## src/hw/rtl/sst_pkg.sv

```systemverilog
// shared types, constants and tap table for the six-tap subpixel interpolator
`default_nettype none

package sst_pkg;

    localparam int PIX_W       = 8;
    localparam int TAPS        = 6;
    localparam int HIST_ROWS   = 5;
    localparam int BLK         = 4;
    localparam int WIN_ROWS    = 9;
    localparam int ROUND_ADD   = 64;
    localparam int ROUND_SHIFT = 7;
    localparam int COEF_W      = 9;
    localparam int ACC_W       = 20;
    localparam int CNT_W       = 4;
    localparam int FRAC_W      = 3;
    localparam int ROW_W       = 2;

    // stream packing
    localparam int IN_TDATA_W    = 80;
    localparam int FRAC_COL_LSB  = WIN_ROWS * PIX_W;
    localparam int FRAC_ROW_LSB  = FRAC_COL_LSB + FRAC_W;
    localparam int OUT_TDATA_W   = 40;
    localparam int OUT_ROW_LSB   = BLK * PIX_W;

    // filter_kind codes
    localparam logic FK_SIXTAP   = 1'b0;
    localparam logic FK_BILINEAR = 1'b1;

    typedef logic [PIX_W-1:0]         t_pix;
    typedef logic signed [COEF_W-1:0] t_coef;
    typedef t_coef [0:TAPS-1]         t_taps;
    typedef t_pix  [0:TAPS-1]         t_lane_in;
    typedef t_pix  [0:WIN_ROWS-1]     t_win;
    typedef t_pix  [0:BLK-1]          t_blk_row;

    typedef struct packed {
        logic              emit;
        logic [ROW_W-1:0]  out_row;
        logic              last;
        logic [FRAC_W-1:0] frac_row;
    } t_tag;

    localparam t_taps TAP_ROM [0:1][0:7] = '{
        '{
            '{ 9'sd0,   9'sd0,  9'sd128,  9'sd0,    9'sd0,  9'sd0},
            '{ 9'sd0,  -9'sd6,  9'sd123,  9'sd12,  -9'sd1,  9'sd0},
            '{ 9'sd2, -9'sd11,  9'sd108,  9'sd36,  -9'sd8,  9'sd1},
            '{ 9'sd0,  -9'sd9,  9'sd93,   9'sd50,  -9'sd6,  9'sd0},
            '{ 9'sd3, -9'sd16,  9'sd77,   9'sd77, -9'sd16,  9'sd3},
            '{ 9'sd0,  -9'sd6,  9'sd50,   9'sd93,  -9'sd9,  9'sd0},
            '{ 9'sd1,  -9'sd8,  9'sd36,   9'sd108, -9'sd11, 9'sd2},
            '{ 9'sd0,  -9'sd1,  9'sd12,   9'sd123, -9'sd6,  9'sd0}
        },
        '{
            '{ 9'sd0, 9'sd0, 9'sd128, 9'sd0,   9'sd0, 9'sd0},
            '{ 9'sd0, 9'sd0, 9'sd112, 9'sd16,  9'sd0, 9'sd0},
            '{ 9'sd0, 9'sd0, 9'sd96,  9'sd32,  9'sd0, 9'sd0},
            '{ 9'sd0, 9'sd0, 9'sd80,  9'sd48,  9'sd0, 9'sd0},
            '{ 9'sd0, 9'sd0, 9'sd64,  9'sd64,  9'sd0, 9'sd0},
            '{ 9'sd0, 9'sd0, 9'sd48,  9'sd80,  9'sd0, 9'sd0},
            '{ 9'sd0, 9'sd0, 9'sd32,  9'sd96,  9'sd0, 9'sd0},
            '{ 9'sd0, 9'sd0, 9'sd16,  9'sd112, 9'sd0, 9'sd0}
        }
    };

    function automatic t_taps tap_lookup(input logic kind, input logic [FRAC_W-1:0] frac);
        return TAP_ROM[kind][frac];
    endfunction

endpackage

`default_nettype wire

```

## src/hw/rtl/sst_tap_filter.sv

```systemverilog
// one six-tap lane: weighted sum, rounding, shift and clamp to 8 bits
`default_nettype none

module sst_tap_filter (
    input  sst_pkg::t_lane_in i_pix,
    input  sst_pkg::t_taps    i_taps,
    output sst_pkg::t_pix     o_val
);
    import sst_pkg::*;

    logic signed [ACC_W-1:0]         acc;
    logic signed [ACC_W-1:0]         rnd;
    logic [ACC_W-ROUND_SHIFT-1:0]    shifted;

    always_comb begin
        acc = '0;
        for (int k = 0; k < TAPS; k++) begin
            acc = acc + ACC_W'($signed({1'b0, i_pix[k]})) * ACC_W'($signed(i_taps[k]));
        end
        rnd     = acc + ACC_W'(ROUND_ADD);
        shifted = rnd[ACC_W-1:ROUND_SHIFT];
    end

    always_comb begin
        priority if (rnd[ACC_W-1]) begin
            o_val = '0;
        end else if (|shifted[ACC_W-ROUND_SHIFT-1:PIX_W]) begin
            o_val = '1;
        end else begin
            o_val = shifted[PIX_W-1:0];
        end
    end

endmodule

`default_nettype wire

```

## src/hw/rtl/sst_hpass.sv

```systemverilog
// horizontal pass: four lanes over the window row, registered filtered row
`default_nettype none

module sst_hpass (
    input  logic                      i_clk,
    input  logic                      i_load,
    input  logic                      i_kind,
    input  sst_pkg::t_win             i_win,
    input  logic [sst_pkg::FRAC_W-1:0] i_frac_col,
    input  sst_pkg::t_tag             i_tag,
    output sst_pkg::t_blk_row         o_cur,
    output sst_pkg::t_tag             o_tag
);
    import sst_pkg::*;

    t_taps    htaps;
    t_lane_in lane_pix [0:BLK-1];
    t_blk_row n_cur;
    t_blk_row r_cur;
    t_tag     r_tag;

    assign htaps = tap_lookup(i_kind, i_frac_col);

    // block column j uses window columns j..j+5
    always_comb begin
        for (int j = 0; j < BLK; j++) begin
            for (int k = 0; k < TAPS; k++) begin
                lane_pix[j][k] = i_win[j + k];
            end
        end
    end

    for (genvar j = 0; j < BLK; j++) begin : g_lane
        sst_tap_filter u_lane (
            .i_pix  (lane_pix[j]),
            .i_taps (htaps),
            .o_val  (n_cur[j])
        );
    end

    always_ff @(posedge i_clk) begin
        if (i_load) begin
            r_cur <= n_cur;
            r_tag <= i_tag;
        end
    end

    assign o_cur = r_cur;
    assign o_tag = r_tag;

endmodule

`default_nettype wire

```

## config.mk

```make
export PLATFORM = sky130hd
export DESIGN_NAME = sst_hpass
export DESIGN_NICKNAME = d
export VERILOG_FILES = /design/src/hw/rtl/sst_pkg.sv /design/src/hw/rtl/sst_tap_filter.sv /design/src/hw/rtl/sst_hpass.sv
export SDC_FILE = /design/constraint.sdc
export NUM_CORES = 2
export LEC_CHECK = 0
export ABC_CLOCK_PERIOD_IN_PS = 10700
export BUFFER_PORTS_ARGS = -buffer_cell sky130_fd_sc_hd__buf_4
export CORE_UTILIZATION = 66
export DETAILED_ROUTE_END_ITERATION = 8
export PLACE_DENSITY = 0.83
export SLEW_MARGIN = 20
export SYNTH_ARGS = -nofsm -noshare
export SYNTH_HDL_FRONTEND = slang
export SYNTH_SLANG_ARGS = --single-unit
```

## constraint.sdc

```tcl
create_clock -name i_clk -period 10.7 [get_ports i_clk]
set_input_delay 0.535 -clock i_clk [delete_from_list [all_inputs] [get_ports i_clk]]
set_output_delay 0.535 -clock i_clk [all_outputs]
set_load 0.01 [all_outputs]
```

Word level (Yosys, flattened, before mapping)

Index checks and enable logic that the tools add are counted.

Bits of input ports: 85
Output and inout port bits: 39
Bits in registers: 39
Logic and storage cells: 74

Order comparisons: 2
Reductions and logical operators: 4
Bitwise operators: 2
Multiply operators: 24
Multiplexer cells: 10
$add $sub $neg: 24

Operators by type and width:

| cell                  | count |
|---|---|
| $mux 432              | 2 |
| $mul 9x9->18          | 24 |
| $add 20x20->20        | 20 |
| $mux 369              | 1 |
| $bmux 54 s3           | 1 |
| $mux 54               | 2 |
| $add 20x8->20 const B | 4 |
| $mux 8                | 4 |
| $reduce_or 5->1       | 4 |
| $ge 4x4->1 const B    | 1 |
| $not 3->4             | 1 |
| $ge 2x2->1 const B    | 1 |
| $not 1->2             | 1 |

Longest topological paths before layout

Depth after elaboration: 16
Mapped depth: 40

Cells and area by module

Synthesis repeated with hierarchy kept, for this count alone.

Cell total of the unflattened synthesis: 6646
Area, all modules: 63947.6 um^2

By module, submodules not included:

| module                                | instances | cells each | area each (um^2) |
|---|---|---|---|
| sst_tap_filter (g_lane[1].u_lane ...) | 2         | 1634       | 15568.7 |
| sst_tap_filter (g_lane[3].u_lane)     | 1         | 1665       | 15783.9 |
| sst_tap_filter (g_lane[0].u_lane)     | 1         | 1629       | 15579.9 |
| sst_hpass                             | 1         | 84         | 1446.4 |

Least setup slack after synthesis

Ideal clock, no wire load.

Path kind: input port to flip-flop
Start point: in i_frac_col[0] (netlist bit)
End point: reg r_cur, in the netlist o_cur[16] (data pin)
Setup slack: 1.331 ns
Stages on the path: 37
Arrival: 9.114 ns
Path through: buf_2 > nor3_1 > nor2_1 > clkbuf_1 > clkbuf_1 > nand2_1 > inv_1 > fa_1 > inv_1 > fa_1 > inv_1 > fa_1 > fa_1 > inv_1 > fa_1 > inv_1 > ha_1 > o21a_1 > o21ai_0 > nand2b_1 > a31o_2 > a41o_1 > nor2_1 > xnor2_1 > ha_1 > fa_1 > fa_1 > ha_1 > ha_1 > buf_2 > nand4_1 > a2111oi_0 > nor3_1 > xnor2_1 > o2bb2ai_1 > o21ai_1 > o21a_1

Longest elaborated chain between the ends: 13
Elaborated cells on any way between the ends: 18
Those cells by class: add/sub: 6; mul: 6; mux: 4; bitwise: 1; reduce/logical: 1

RTL lines:

| what                                         | RTL line             | RTL |
|---|---|---|
| start: declaration                           | sst_hpass.sv:9       | `input logic [sst_pkg::FRAC_W-1:0] i_frac_col,` |
| $not 3->4 (not written as such) *            | sst_pkg.sv:68        | `return TAP_ROM[kind][frac];` |
| $bmux 54 s3 *                                | sst_pkg.sv:68        |  |
| $mux 54 (not written as such) * (2 in a row) | sst_pkg.sv:68        |  |
| $mul 9x9->18                                 | sst_tap_filter.sv:18 | `acc = acc + ACC_W'($signed({1'b0, i_pix[k]})) * ACC_W'($signed(i_taps[k]));` |
| $add 20x20->20 (4 in a row)                  | sst_tap_filter.sv:18 |  |
| $add 20x20->20 *                             | sst_tap_filter.sv:18 |  |
| $add 20x8->20 *                              | sst_tap_filter.sv:20 | `rnd = acc + ACC_W'(ROUND_ADD);` |
| $reduce_or 5->1                              | sst_tap_filter.sv:27 | `end else if (\|shifted[ACC_W-ROUND_SHIFT-1:PIX_W]) begin` |
| $mux 8                                       | sst_tap_filter.sv:27 |  |
| end signal: assignment                       | sst_hpass.sv:43      | `r_cur <= n_cur;` |
| end: declaration                             | sst_hpass.sv:19      | `t_blk_row r_cur;` |

Every way passes the cells marked *; elsewhere a longest branch is shown, timed or not. The select of a mux whose other input is x is not followed.
A chain may end at the register's enable or synchronous reset.

Final worst setup path

Start point: in i_frac_col[1] (netlist bit)
End point: reg r_cur, in the netlist o_cur[29] (data pin)

Same word-level chain as after synthesis.

==> results_dict.tcl <==
set metrics [dict create \
    hold_class "input pin to flop" \
    dpl.hpwl_um 102000 \
    status "complete, but fails checks" \
    antenna_found_initial 1 \
    grt_overflow 0 \
    die_w_um 275 \
    clk_pin_slew_worst_paths_ns 0.09 \
    place.gp.congestion 0.970 \
    synth-edff-count 39 \
    die_h_um 275 \
    fin_crit_ns 9.95 \
    synth.ff_latch_count 39 \
    cp_slowest_stage_delay_ns 0.85 \
    grt_max_degree 59 \
    finish.net_count 7523 \
    synth.distinct_cells 73 \
    required_ns 10.80 \
    cts_tree "done" \
    cts.sinks 39 \
    yosysSeqAreaShare_pct 2.37 \
    synth_cells 5472 \
    fill_cells 5552 \
    violations "design-rule violations" \
    worst-setup-path-type "input pin to flop" \
    critPathCaptureType "flop" \
    num_vias 36800 \
    wirelength_um 119000 \
    clock.fmax_mhz 100 \
    timing.critical_path.mode_cell "fa_1" \
    cts_buffers 5 \
    grt_usage_pct 32.7 \
    num_io_pins 124 \
    grt_pass1_vias 38400 \
    dieArea_um2 75900 \
    area_delta_synth_final_pct 4.29 \
    hold_viol 0 \
    grt_pass1_wl_um 195000 \
    antenna_left 0 \
    htree_levels 2 \
    post_drt_wl_per_cell_um 18.4 \
    worst-slew-pin-transition_ns 1.04 \
    slew_headroom_pct 30.5 \
    syn_area_um2 49400 \
    setup_tns_ns 0 \
    port_buffers 123 \
    synth_flop_cell "edfxtp_1" \
    dr.pass1.iters 9 \
    drive_above_1_share_pct 4.28 \
    drc_errors 1 \
    synth_fp_nets 7507 \
    coreArea_um2 73500 \
    clockBufferDepth 2 \
    postCtsSetupRepairBufs 0 \
    finalCritPeriodShare_pct 93.0 \
    start_kind "input pin" \
    cts_root_buf "clkbuf_16" \
    rsz0062_at_grt "no" \
    setup_violations 0 \
    worst-path-max-fanout 25 \
    synthArstFlopShare_pct 0 \
    cpMaxStageDelayCell "a21oi_2" \
    arrival_ns 10.06 \
    start_util_pct 67.2 \
    cts-resized-gates 0 \
    drt-vias-per-instance 5.71 \
    rows 99 \
    avgSynthCellArea_um2 9.02 \
    maxSlewViolCount 0 \
    yosysWarnings 0 \
    ctsHoldBuffers 0 \
    drt-initial-drc-count 2623 \
    drv_cap 0 \
]
## worst max-delay path, delay by kind of cell
kind,cells,cell delay (ns)
AOI/OAI and AO/OA,10,2.65
xor gates and xnor gates,1,0.20
adders and majority gates,11,4.48
buffers and inverters,7,1.13
muxes,1,0.23
and+or+nand+nor,5,0.83
## flip-flops by register name (all words and copies together) (netlist names)
signal  cells
o_tag       7
o_cur      32
## metrics by stage
step	cells	setup WS, ns	hold WS [ns]	cell area (µm²)	util [%]
detailed placement	6440	0.505	0.715	51300	69.9
floorplan	5472	1.33	0.634	49400	-
global route	6449	0.251	0.354	51500	70.1
CTS	6448	0.837	0.346	51500	70.1
finish	6451	0.748	0.348	51500	70.1
global placement	6440	0.845	0.713	51300	69.9
## synthesized netlist by cell type, types with 3 or more instances
cell | instances | area (µm²)
a211oi_1 | 7 | 52.6
nor2_1 | 128 | 480
o21a_1 | 56 | 420
a221oi_1 | 3 | 26.3
nor4_1 | 6 | 37.5
and4_1 | 3 | 26.3
o211ai_1 | 14 | 105
o31ai_1 | 6 | 45.0
buf_1 | 3 | 11.3
or3_1 | 41 | 257
xor2_1 | 85 | 744
clkbuf_1 | 160 | 601
nand4_1 | 6 | 37.5
o21ai_0 | 55 | 275
nand2_1 | 470 | 1760
o21bai_1 | 29 | 218
or2_2 | 11 | 68.8
a21boi_0 | 10 | 75.1
nor3_1 | 61 | 305
a21oi_1 | 188 | 941
a31oi_1 | 11 | 68.8
a41o_1 | 3 | 30.0
o311a_1 | 4 | 40.0
a21o_1 | 71 | 533
ha_1 | 1110 | 13900
mux2i_1 | 4 | 40.0
xnor2_1 | 157 | 1380
nor2b_1 | 35 | 219
a31o_2 | 6 | 52.6
and2_1 | 432 | 2700
inv_1 | 1240 | 4650
nand2b_1 | 27 | 169
nand4b_1 | 3 | 26.3
fa_1 | 840 | 16800
o21ai_1 | 4 | 20.0
nand3_1 | 32 | 160
nand3b_1 | 3 | 22.5
and3_1 | 49 | 307
edfxtp_1 | 39 | 1170
a41oi_1 | 16 | 140
## path summary, 6_finish.rpt
kind | startpoint | to | slack (ns) | cells past startpoint
max | i_frac_col[1] | o_cur[29]$_SDFFCE_PP0P_ | 0.75 | 35
min | i_tag[1] | o_tag[1]$_DFFE_PP_ | 0.35 | 1
## cell type report
cell class	instances	area, µm²	area share (%)
multi-input combinational	4027	43000	83.5
inverter	1241	4660	9.05
timing repair buffer	174	1320	2.56
tap	959	1200	2.33
sequential	39	1170	2.27
clock buffer	5	125	0.243
clock inverter	3	25.0	0.0486
antenna	3	7.51	0.0146
## layout by cell type (no fill, tap or decap), types with 14 or more instances in the layout
master	n
inv_1	1240
ha_1	1110
fa_1	840
nand2_1	470
and2_1	432
a21oi_1	183
buf_4	173
xnor2_1	157
nor2_1	124
xor2_1	85
a21o_1	71
nor3_1	57
o21a_1	56
o21ai_0	55
and3_1	48
or3_1	41
edfxtp_1	39
nor2b_1	35
nand3_1	32
o21bai_1	29
nand2b_1	27
a41oi_1	16
o211ai_1	14
## per-layer routing
layer / global-route usage (%) / wire, µm / vias up
met5: 0 / 0 / -
met4: 13.5 / 5680 / 0
met3: 5.00 / 9810 / 301
met2: 54.9 / 56100 / 1436
met1: 42.3 / 47400 / 18000
li1: - / - / 17100
## cell families (layout without fill, tap and decap cells)
| group | after synthesis | in the layout | synth area share [%] |
|---|---|---|---|
| adder cells (fa/ha/maj) | 1950 | 1950 | 62.2 |
| AND/OR/NAND/NOR | 1318 | 1318 | 13.5 |
| buffers and inverters | 1406 | 1423 | 10.7 |
| multiplexers | 5 | 5 | 0.109 |
| other | 0 | 3 | 0 |
| XOR/XNOR | 244 | 244 | 4.36 |
| flip-flops | 39 | 39 | 2.37 |
| AO/OA/AOI/OAI | 510 | 510 | 6.73 |
Power is not shown: default switching activity piles up to over one toggle a cycle in this logic, so the estimate is an artifact.
