File: config.mk
export PLATFORM = sky130hd
export DESIGN_NAME = sst_vpass
export DESIGN_NICKNAME = d
export VERILOG_FILES = /design/src/hw/rtl/sst_pkg.sv /design/src/hw/rtl/sst_tap_filter.sv /design/src/hw/rtl/sst_vpass.sv
export SDC_FILE = /design/constraint.sdc
export NUM_CORES = 2
export LEC_CHECK = 0
export ABC_AREA = 1
export BUFFER_PORTS_ARGS = -buffer_cell sky130_fd_sc_hd__buf_2
export CAP_MARGIN = 40
export CORE_ASPECT_RATIO = 0.5
export CORE_MARGIN = 5
export CORE_UTILIZATION = 35
export CTS_CLUSTER_DIAMETER = 60
export DETAILED_ROUTE_END_ITERATION = 6
export HOLD_SLACK_MARGIN = 0.1
export PLACE_DENSITY_LB_ADDON = 0.08
export SYNTH_ARGS = -nofsm -noshare
export SYNTH_HDL_FRONTEND = slang
export SYNTH_SLANG_ARGS = --single-unit
File: constraint.sdc
create_clock -name i_clk -period 15.7 [get_ports i_clk]
set_input_delay 2.355 -clock i_clk [delete_from_list [all_inputs] [get_ports i_clk]]
set_output_delay 2.355 -clock i_clk [all_outputs]
set_load 0.05 [all_outputs]
File: src/hw/rtl/sst_pkg.sv
// shared types, constants and tap table for the six-tap subpixel interpolator
`default_nettype none

package sst_pkg;

    localparam int PIX_W       = 8;
    localparam int TAPS        = 6;
    localparam int HIST_ROWS   = 5;
    localparam int BLK         = 4;
    localparam int WIN_ROWS    = 9;
    localparam int ROUND_ADD   = 64;
    localparam int ROUND_SHIFT = 7;
    localparam int COEF_W      = 9;
    localparam int ACC_W       = 20;
    localparam int CNT_W       = 4;
    localparam int FRAC_W      = 3;
    localparam int ROW_W       = 2;

    // stream packing
    localparam int IN_TDATA_W    = 80;
    localparam int FRAC_COL_LSB  = WIN_ROWS * PIX_W;
    localparam int FRAC_ROW_LSB  = FRAC_COL_LSB + FRAC_W;
    localparam int OUT_TDATA_W   = 40;
    localparam int OUT_ROW_LSB   = BLK * PIX_W;

    // filter_kind codes
    localparam logic FK_SIXTAP   = 1'b0;
    localparam logic FK_BILINEAR = 1'b1;

    typedef logic [PIX_W-1:0]         t_pix;
    typedef logic signed [COEF_W-1:0] t_coef;
    typedef t_coef [0:TAPS-1]         t_taps;
    typedef t_pix  [0:TAPS-1]         t_lane_in;
    typedef t_pix  [0:WIN_ROWS-1]     t_win;
    typedef t_pix  [0:BLK-1]          t_blk_row;

    typedef struct packed {
        logic              emit;
        logic [ROW_W-1:0]  out_row;
        logic              last;
        logic [FRAC_W-1:0] frac_row;
    } t_tag;

    localparam t_taps TAP_ROM [0:1][0:7] = '{
        '{
            '{ 9'sd0,   9'sd0,  9'sd128,  9'sd0,    9'sd0,  9'sd0},
            '{ 9'sd0,  -9'sd6,  9'sd123,  9'sd12,  -9'sd1,  9'sd0},
            '{ 9'sd2, -9'sd11,  9'sd108,  9'sd36,  -9'sd8,  9'sd1},
            '{ 9'sd0,  -9'sd9,  9'sd93,   9'sd50,  -9'sd6,  9'sd0},
            '{ 9'sd3, -9'sd16,  9'sd77,   9'sd77, -9'sd16,  9'sd3},
            '{ 9'sd0,  -9'sd6,  9'sd50,   9'sd93,  -9'sd9,  9'sd0},
            '{ 9'sd1,  -9'sd8,  9'sd36,   9'sd108, -9'sd11, 9'sd2},
            '{ 9'sd0,  -9'sd1,  9'sd12,   9'sd123, -9'sd6,  9'sd0}
        },
        '{
            '{ 9'sd0, 9'sd0, 9'sd128, 9'sd0,   9'sd0, 9'sd0},
            '{ 9'sd0, 9'sd0, 9'sd112, 9'sd16,  9'sd0, 9'sd0},
            '{ 9'sd0, 9'sd0, 9'sd96,  9'sd32,  9'sd0, 9'sd0},
            '{ 9'sd0, 9'sd0, 9'sd80,  9'sd48,  9'sd0, 9'sd0},
            '{ 9'sd0, 9'sd0, 9'sd64,  9'sd64,  9'sd0, 9'sd0},
            '{ 9'sd0, 9'sd0, 9'sd48,  9'sd80,  9'sd0, 9'sd0},
            '{ 9'sd0, 9'sd0, 9'sd32,  9'sd96,  9'sd0, 9'sd0},
            '{ 9'sd0, 9'sd0, 9'sd16,  9'sd112, 9'sd0, 9'sd0}
        }
    };

    function automatic t_taps tap_lookup(input logic kind, input logic [FRAC_W-1:0] frac);
        return TAP_ROM[kind][frac];
    endfunction

endpackage

`default_nettype wire

File: src/hw/rtl/sst_tap_filter.sv
// one six-tap lane: weighted sum, rounding, shift and clamp to 8 bits
`default_nettype none

module sst_tap_filter (
    input  sst_pkg::t_lane_in i_pix,
    input  sst_pkg::t_taps    i_taps,
    output sst_pkg::t_pix     o_val
);
    import sst_pkg::*;

    logic signed [ACC_W-1:0]         acc;
    logic signed [ACC_W-1:0]         rnd;
    logic [ACC_W-ROUND_SHIFT-1:0]    shifted;

    always_comb begin
        acc = '0;
        for (int k = 0; k < TAPS; k++) begin
            acc = acc + ACC_W'($signed({1'b0, i_pix[k]})) * ACC_W'($signed(i_taps[k]));
        end
        rnd     = acc + ACC_W'(ROUND_ADD);
        shifted = rnd[ACC_W-1:ROUND_SHIFT];
    end

    always_comb begin
        priority if (rnd[ACC_W-1]) begin
            o_val = '0;
        end else if (|shifted[ACC_W-ROUND_SHIFT-1:PIX_W]) begin
            o_val = '1;
        end else begin
            o_val = shifted[PIX_W-1:0];
        end
    end

endmodule

`default_nettype wire

File: src/hw/rtl/sst_vpass.sv
// vertical pass: five-row history, four lanes, registered output row
`default_nettype none

module sst_vpass (
    input  logic                      i_clk,
    input  logic                      i_load,
    input  logic                      i_kind,
    input  sst_pkg::t_blk_row         i_cur,
    input  sst_pkg::t_tag             i_tag,
    output sst_pkg::t_blk_row         o_pix,
    output logic [sst_pkg::ROW_W-1:0] o_row,
    output logic                      o_last
);
    import sst_pkg::*;

    t_taps            vtaps;
    t_lane_in         lane_pix [0:BLK-1];
    t_blk_row         n_pix;
    t_blk_row         r_hist [0:HIST_ROWS-1];
    t_blk_row         r_pix;
    logic [ROW_W-1:0] r_row;
    logic             r_last;

    assign vtaps = tap_lookup(i_kind, i_tag.frac_row);

    // oldest row first, the new filtered row as the sixth tap
    always_comb begin
        for (int j = 0; j < BLK; j++) begin
            for (int k = 0; k < HIST_ROWS; k++) begin
                lane_pix[j][k] = r_hist[k][j];
            end
            lane_pix[j][HIST_ROWS] = i_cur[j];
        end
    end

    for (genvar j = 0; j < BLK; j++) begin : g_lane
        sst_tap_filter u_lane (
            .i_pix  (lane_pix[j]),
            .i_taps (vtaps),
            .o_val  (n_pix[j])
        );
    end

    // history is fully rewritten before the first output of a block
    always_ff @(posedge i_clk) begin
        if (i_load) begin
            for (int k = 0; k < HIST_ROWS - 1; k++) begin
                r_hist[k] <= r_hist[k + 1];
            end
            r_hist[HIST_ROWS-1] <= i_cur;
            if (i_tag.emit) begin
                r_pix  <= n_pix;
                r_row  <= i_tag.out_row;
                r_last <= i_tag.last;
            end
        end
    end

    assign o_pix  = r_pix;
    assign o_row  = r_row;
    assign o_last = r_last;

endmodule

`default_nettype wire

# Word-level counts from Yosys, hierarchy flattened
# Memory sizes are Yosys's and may differ from the RTL's.
# Index checks and enable logic that the tools add are counted.
[totals]
elab_cells = 76
regBits = 35
ramBits = 160
output_inout_bits = 35
n_memories = 1
[op_classes]
bitwise_logic = 2
multipliers = 24
addsub = 24
n_mux = 12
n_lt_le_gt_ge = 2
reduce_logical = 5
[mem_list]
columns = ["name", "words", "word_bits", "read_ports", "rd_clocked_by_memory_dff", "wr", "line", "rtl"]
rows = [
  ["r_hist", 5, 32, 5, 0, 5, "sst_vpass.sv:19", "t_blk_row r_hist [0:HIST_ROWS-1];"],
]
[ops]
columns = ["cell", "count"]
rows = [
  ["$mux W432", 2],
  ["$mul A9 B9 Y18", 24],
  ["$add A20 B20 Y20", 20],
  ["$mux W369", 1],
  ["$bmux W54 S3", 1],
  ["$mux W54", 2],
  ["$add A20 B8 Y20 const B", 4],
  ["$mux W8", 4],
  ["$reduce_or A5 Y1", 4],
  ["$ge A4 B4 Y1 const B", 1],
  ["$not A3 Y4", 1],
  ["$ge A2 B2 Y1 const B", 1],
  ["$mux W1", 2],
  ["$not A1 Y2", 1],
  ["$reduce_and A2 Y1", 1],
]

# Longest topological paths before layout
[logic_depth]
word_depth = 16
ltp_mapped = 44
depth_no_buf = 42

# Cells and area by module
# Synthesis repeated with hierarchy kept, for this count alone.
[hier_totals]
hier_cells = 8828
area_unflattened_um2 = 74261.2
[modules_own_cells]
columns = ["mod", "seq_area_each_um2", "cells_each", "instances", "area_each_um2"]
rows = [
  ["sst_tap_filter at g_lane[1].u_lane ...", 0.0, 2149, 2, 17040.1],
  ["sst_tap_filter at g_lane[3].u_lane", 0.0, 2147, 1, 17080.1],
  ["sst_tap_filter at g_lane[0].u_lane", 0.0, 2140, 1, 17015.1],
  ["sst_vpass", 5855.6, 243, 1, 6085.8],
]

# Least setup slack after synthesis
# No wires, ideal clock.
[synth_path]
path_kind = "input port to flip-flop"
startpoint = "input port i_tag[2] in the netlist's numbering"
endpoint = "register r_pix (netlist bit o_pix[16]), data pin"
required_ns = 15.421
path_slack_ns = 5.207
setup_ns = 0.279
path_buffers = 3
arrival_time_ns = 10.214
path_stages = 37
path_cell_list = "buf_4 > inv_2 > nand3_1 > nand2_1 > clkbuf_1 > buf_2 > nor2_1 > fa_1 > inv_1 > fa_1 > inv_1 > fa_1 > fa_1 > inv_1 > fa_1 > inv_1 > ha_1 > nand2_1 > o21ai_0 > a31oi_1 > o21ai_0 > xnor2_1 > inv_1 > ha_1 > fa_1 > fa_1 > ha_1 > ha_1 > nand2_1 > nor4_1 > nand2_1 > nand3_1 > nand2_1 > inv_1 > nand2_1 > nor2_1 > a21oi_1"
[synth_between]
elab_chain_len = 13
elab_cells_between_ends = 18
cone_classes = "add/sub (6); mul (6); mux (4); bitwise (1); reduce/logical (1)"
[synth_rtl]
columns = ["item", "line", "rtl"]
rows = [
  ["start: declaration", "sst_vpass.sv:9", "input sst_pkg::t_tag i_tag,"],
  ["$not A3 Y4 (not written as such) (*)", "sst_pkg.sv:68", "return TAP_ROM[kind][frac];"],
  ["$bmux W54 S3 (*)", "sst_pkg.sv:68", ""],
  ["$mux W54 (not written as such) (*) (2 in series)", "sst_pkg.sv:68", ""],
  ["$mul A9 B9 Y18", "sst_tap_filter.sv:18", "acc = acc + ACC_W'($signed({1'b0, i_pix[k]})) * ACC_W'($signed(i_taps[k]));"],
  ["$add A20 B20 Y20 (4 in series)", "sst_tap_filter.sv:18", ""],
  ["$add A20 B20 Y20 (*)", "sst_tap_filter.sv:18", ""],
  ["$add A20 B8 Y20 (*)", "sst_tap_filter.sv:20", "rnd = acc + ACC_W'(ROUND_ADD);"],
  ["$reduce_or A5 Y1", "sst_tap_filter.sv:27", "end else if (|shifted[ACC_W-ROUND_SHIFT-1:PIX_W]) begin"],
  ["$mux W8", "sst_tap_filter.sv:27", ""],
  ["end signal: assignment", "sst_vpass.sv:52", "r_pix <= n_pix;"],
  ["end: declaration", "sst_vpass.sv:20", "t_blk_row r_pix;"],
]
# Every way passes the cells marked *; elsewhere a longest branch is shown, timed or not. The select of a mux whose other input is x is not followed.
# A chain may end at the register's enable or synchronous reset.

# Worst setup path in the final report
[layout_path]
startpoint = "input port i_tag[0] in the netlist's numbering"
endpoint = "register r_pix (netlist bit o_pix[4]), data pin"
# The elaborated chain is that of the path after synthesis.

==> results.cfg <==
[status]
run_status = finished clean

[floorplan]
top_level_ports = 77
fp.dieW_um = 575
die_h_um = 293
floorplan.rows = 103
floorplan.die_area_sq_um = 168000
fp.coreArea_sq_um = 158000
initial_utilization_pct = 35.3

[yosys]
ys_top_cells_by_count = sky130_fd_sc_hd__inv_1 (1709), sky130_fd_sc_hd__ha_1 (1130), sky130_fd_sc_hd__nand2_1 (878)
mappedNetlistNets = 8512
yosys.cell_types.count = 45
dominantRegCellSynth = sky130_fd_sc_hd__edfxtp_1
post-synth-top-area-cell = sky130_fd_sc_hd__fa_1
postSynthAreaPerCell_sq_um = 8.62
area_contributors_post_synth = sky130_fd_sc_hd__fa_1 (30%), sky130_fd_sc_hd__ha_1 (25%), sky130_fd_sc_hd__inv_1 (11%)
synth-edff-count = 195
synth.ff_latch_count = 195
netlist.area_leader.share_pct = 30.3
postSynthCellCount = 6492
synth_warnings = 0
synth.yosys.seq_area_share_pct = 10.5
synthArstFlopShare_pct = 0
post-synth-top-count-cell = sky130_fd_sc_hd__inv_1
mappedNetlistArea_sq_um = 56000

[timing]
setup_tns_ns = 0
final.setup_skew_ns = 0.0187
setup_viol_count_final = 0
max_slew.worst_pin.slew_ns = 0.857
final_max_slew_viol_count = 0
setup_repair_after_global_routing_missed_its_margin = no
hold_viol_final = 0
min_period_ns = 12.27
final.period_utilization_pct = 78.2
slew-limit-headroom_pct = 42.8
max_clock_freq_ghz = 0.0815

[layout]
final_layout_size_suffix_gt1_share_pct = 3.45
fin_area_sq_um = 59500
final_core_util_pct = 37.6
finalNetCount = 8557
areaGrowthSynthToFinish_pct = 6.40

[clock_tree]
path_clk_slew_ns = 0.08
cts_repair_resize_count = 0
cts_stage_hold_buffer_count = 0
cts.sink_count = 195
cts-root-buf = sky130_fd_sc_hd__clkbuf_16
clock_latency_ns = 0.56
clock_tree.htree_level_count = 4
tritoncts = done
post-cts-setup-buffer-count = 0
clock_path_buffers = 2
cts_buffers = 17

[setup_path]
worstPathArrival_ns = 12.54
critical-path-slowest-cell = sky130_fd_sc_hd__buf_4
cp_num_buf_inv = 10
critical_path_maximum_fanout = 36
crit_required_ns = 15.97
critPathLaunchType = input port
critical_path.top_delay_family = adder cells
worst-setup-path-type = input port to register
end_kind = register
timing.critical_path.slowest_cell_delay_ns = 0.70
cpMostUsedCell = sky130_fd_sc_hd__nand2_1

[global_route]
grt.total_usage_pct = 19.5
gr-total-overflow = 0
via_count_of_the_first_global_routing_pass = 43600
grt_max_degree = 61
grt_antenna_before_repair = 4
first_pass_grt_wire_length_um = 254000

[route]
route.detailed.vias_per_inst = 4.73
drc = 0
final_antenna_net_count = 0
postRouteWirelength_um = 161000
dr.first_iter.drc_count = 2174
routed_via_count = 40900
average_detailed_routed_wire_length_per_instance_um = 18.6
detail_route.first_pass.iterations = 5

[place]
hpwlAfterDp_um = 140000
place_area_sq_um = 59000
port_buffers = 76
gp_congestion = 0.865

[min_path]
worst_hold_path_type = register to register

[run]
max-cap-violations = 0
==> area by class of cell <==
| cell class | count | area, sq um |
|---|---|---|
| timing repair buffer | 110 | 788 |
| clock inverter | 13 | 115 |
| multi-input combinational | 4485 | 43200 |
| inverter | 1728 | 6490 |
| fill | 16300 | 98800 |
| antenna | 4 | 10.0 |
| clock buffer | 19 | 433 |
| sequential | 195 | 5860 |
| tap | 2100 | 2630 |
==> worst reg2reg max path: cells and delay by family (launching register included) <==
kind	cells	cell delay [ns]
AO/OA/AOI/OAI	4	1.09
XOR/XNOR	1	0.14
adder cells (fa/ha/maj)	11	4.73
buffers and inverters	7	0.53
flip-flops	1	0.50
AND/OR/NAND/NOR	9	1.58
==> layer usage <==
| layer | track usage, % | routed length, um |
|---|---|---|
| met5 | 0 | 0 |
| met4 | 3.54 | 2060 |
| met2 | 29.7 | 68300 |
| met1 | 29.8 | 83700 |
| met3 | 2.61 | 7260 |
==> final timing paths <==
| path | cells past startpoint | start | endpoint | slack [ns] |
|---|---|---|---|---|
| hold reg to reg | 0 | r_hist[0][40] | r_hist[0][8] | 0.46 |
| hold / removal | 0 | r_hist[0][40] | r_hist[0][8] | 0.46 |
| setup reg to reg | 32 | r_hist[0][49] | o_pix[18] | 6.84 |
| setup / recovery | 41 | i_tag[0] | o_pix[4] | 3.43 |
==> layout by cell type, fill, tap and decap left out, types with 32 or more instances in the layout <==
cell / count
sky130_fd_sc_hd__inv_1: 1707
sky130_fd_sc_hd__ha_1: 1129
sky130_fd_sc_hd__nand2_1: 877
sky130_fd_sc_hd__fa_1: 848
sky130_fd_sc_hd__nor2_1: 639
sky130_fd_sc_hd__a21oi_1: 293
sky130_fd_sc_hd__edfxtp_1: 195
sky130_fd_sc_hd__xor2_1: 156
sky130_fd_sc_hd__nand3_1: 106
sky130_fd_sc_hd__xnor2_1: 100
sky130_fd_sc_hd__o21ai_0: 99
sky130_fd_sc_hd__buf_2: 75
sky130_fd_sc_hd__nand4_1: 32
==> registers in the layout, summed over array words and instances, names as in the netlist <==
name	count
o_last	1
o_pix	32
o_row	2
r_hist	160
==> through the flow <==
| step | cells | setup WS (ns) | hold WS (ns) |
|---|---|---|---|
| 4_1_cts | 8650 | 3.46 | 0.462 |
| 3_3_place_gp | 8608 | 2.63 | 0.445 |
| 3_5_place_dp | 8618 | 2.86 | 0.439 |
| 6_report | 8654 | 3.43 | 0.460 |
| 2_1_floorplan | 6492 | 5.21 | 0.426 |
| 5_1_grt | 8650 | 2.84 | 0.464 |
==> kinds of logic (layout without fill, tap and decap cells) <==
logic type | count (synthesis) | count (layout) | synth area share (%)
AO/OA/AOI/OAI | 495 | 495 | 4.91
XOR/XNOR | 256 | 256 | 4.01
adder cells (fa/ha/maj) | 1978 | 1978 | 55.6
buffers and inverters | 1812 | 1870 | 12.3
flip-flops | 195 | 195 | 10.5
other | 0 | 4 | 0
AND/OR/NAND/NOR | 1756 | 1756 | 12.7
Power is not shown: default switching activity piles up to over one toggle a cycle in this logic, so the estimate is an artifact.
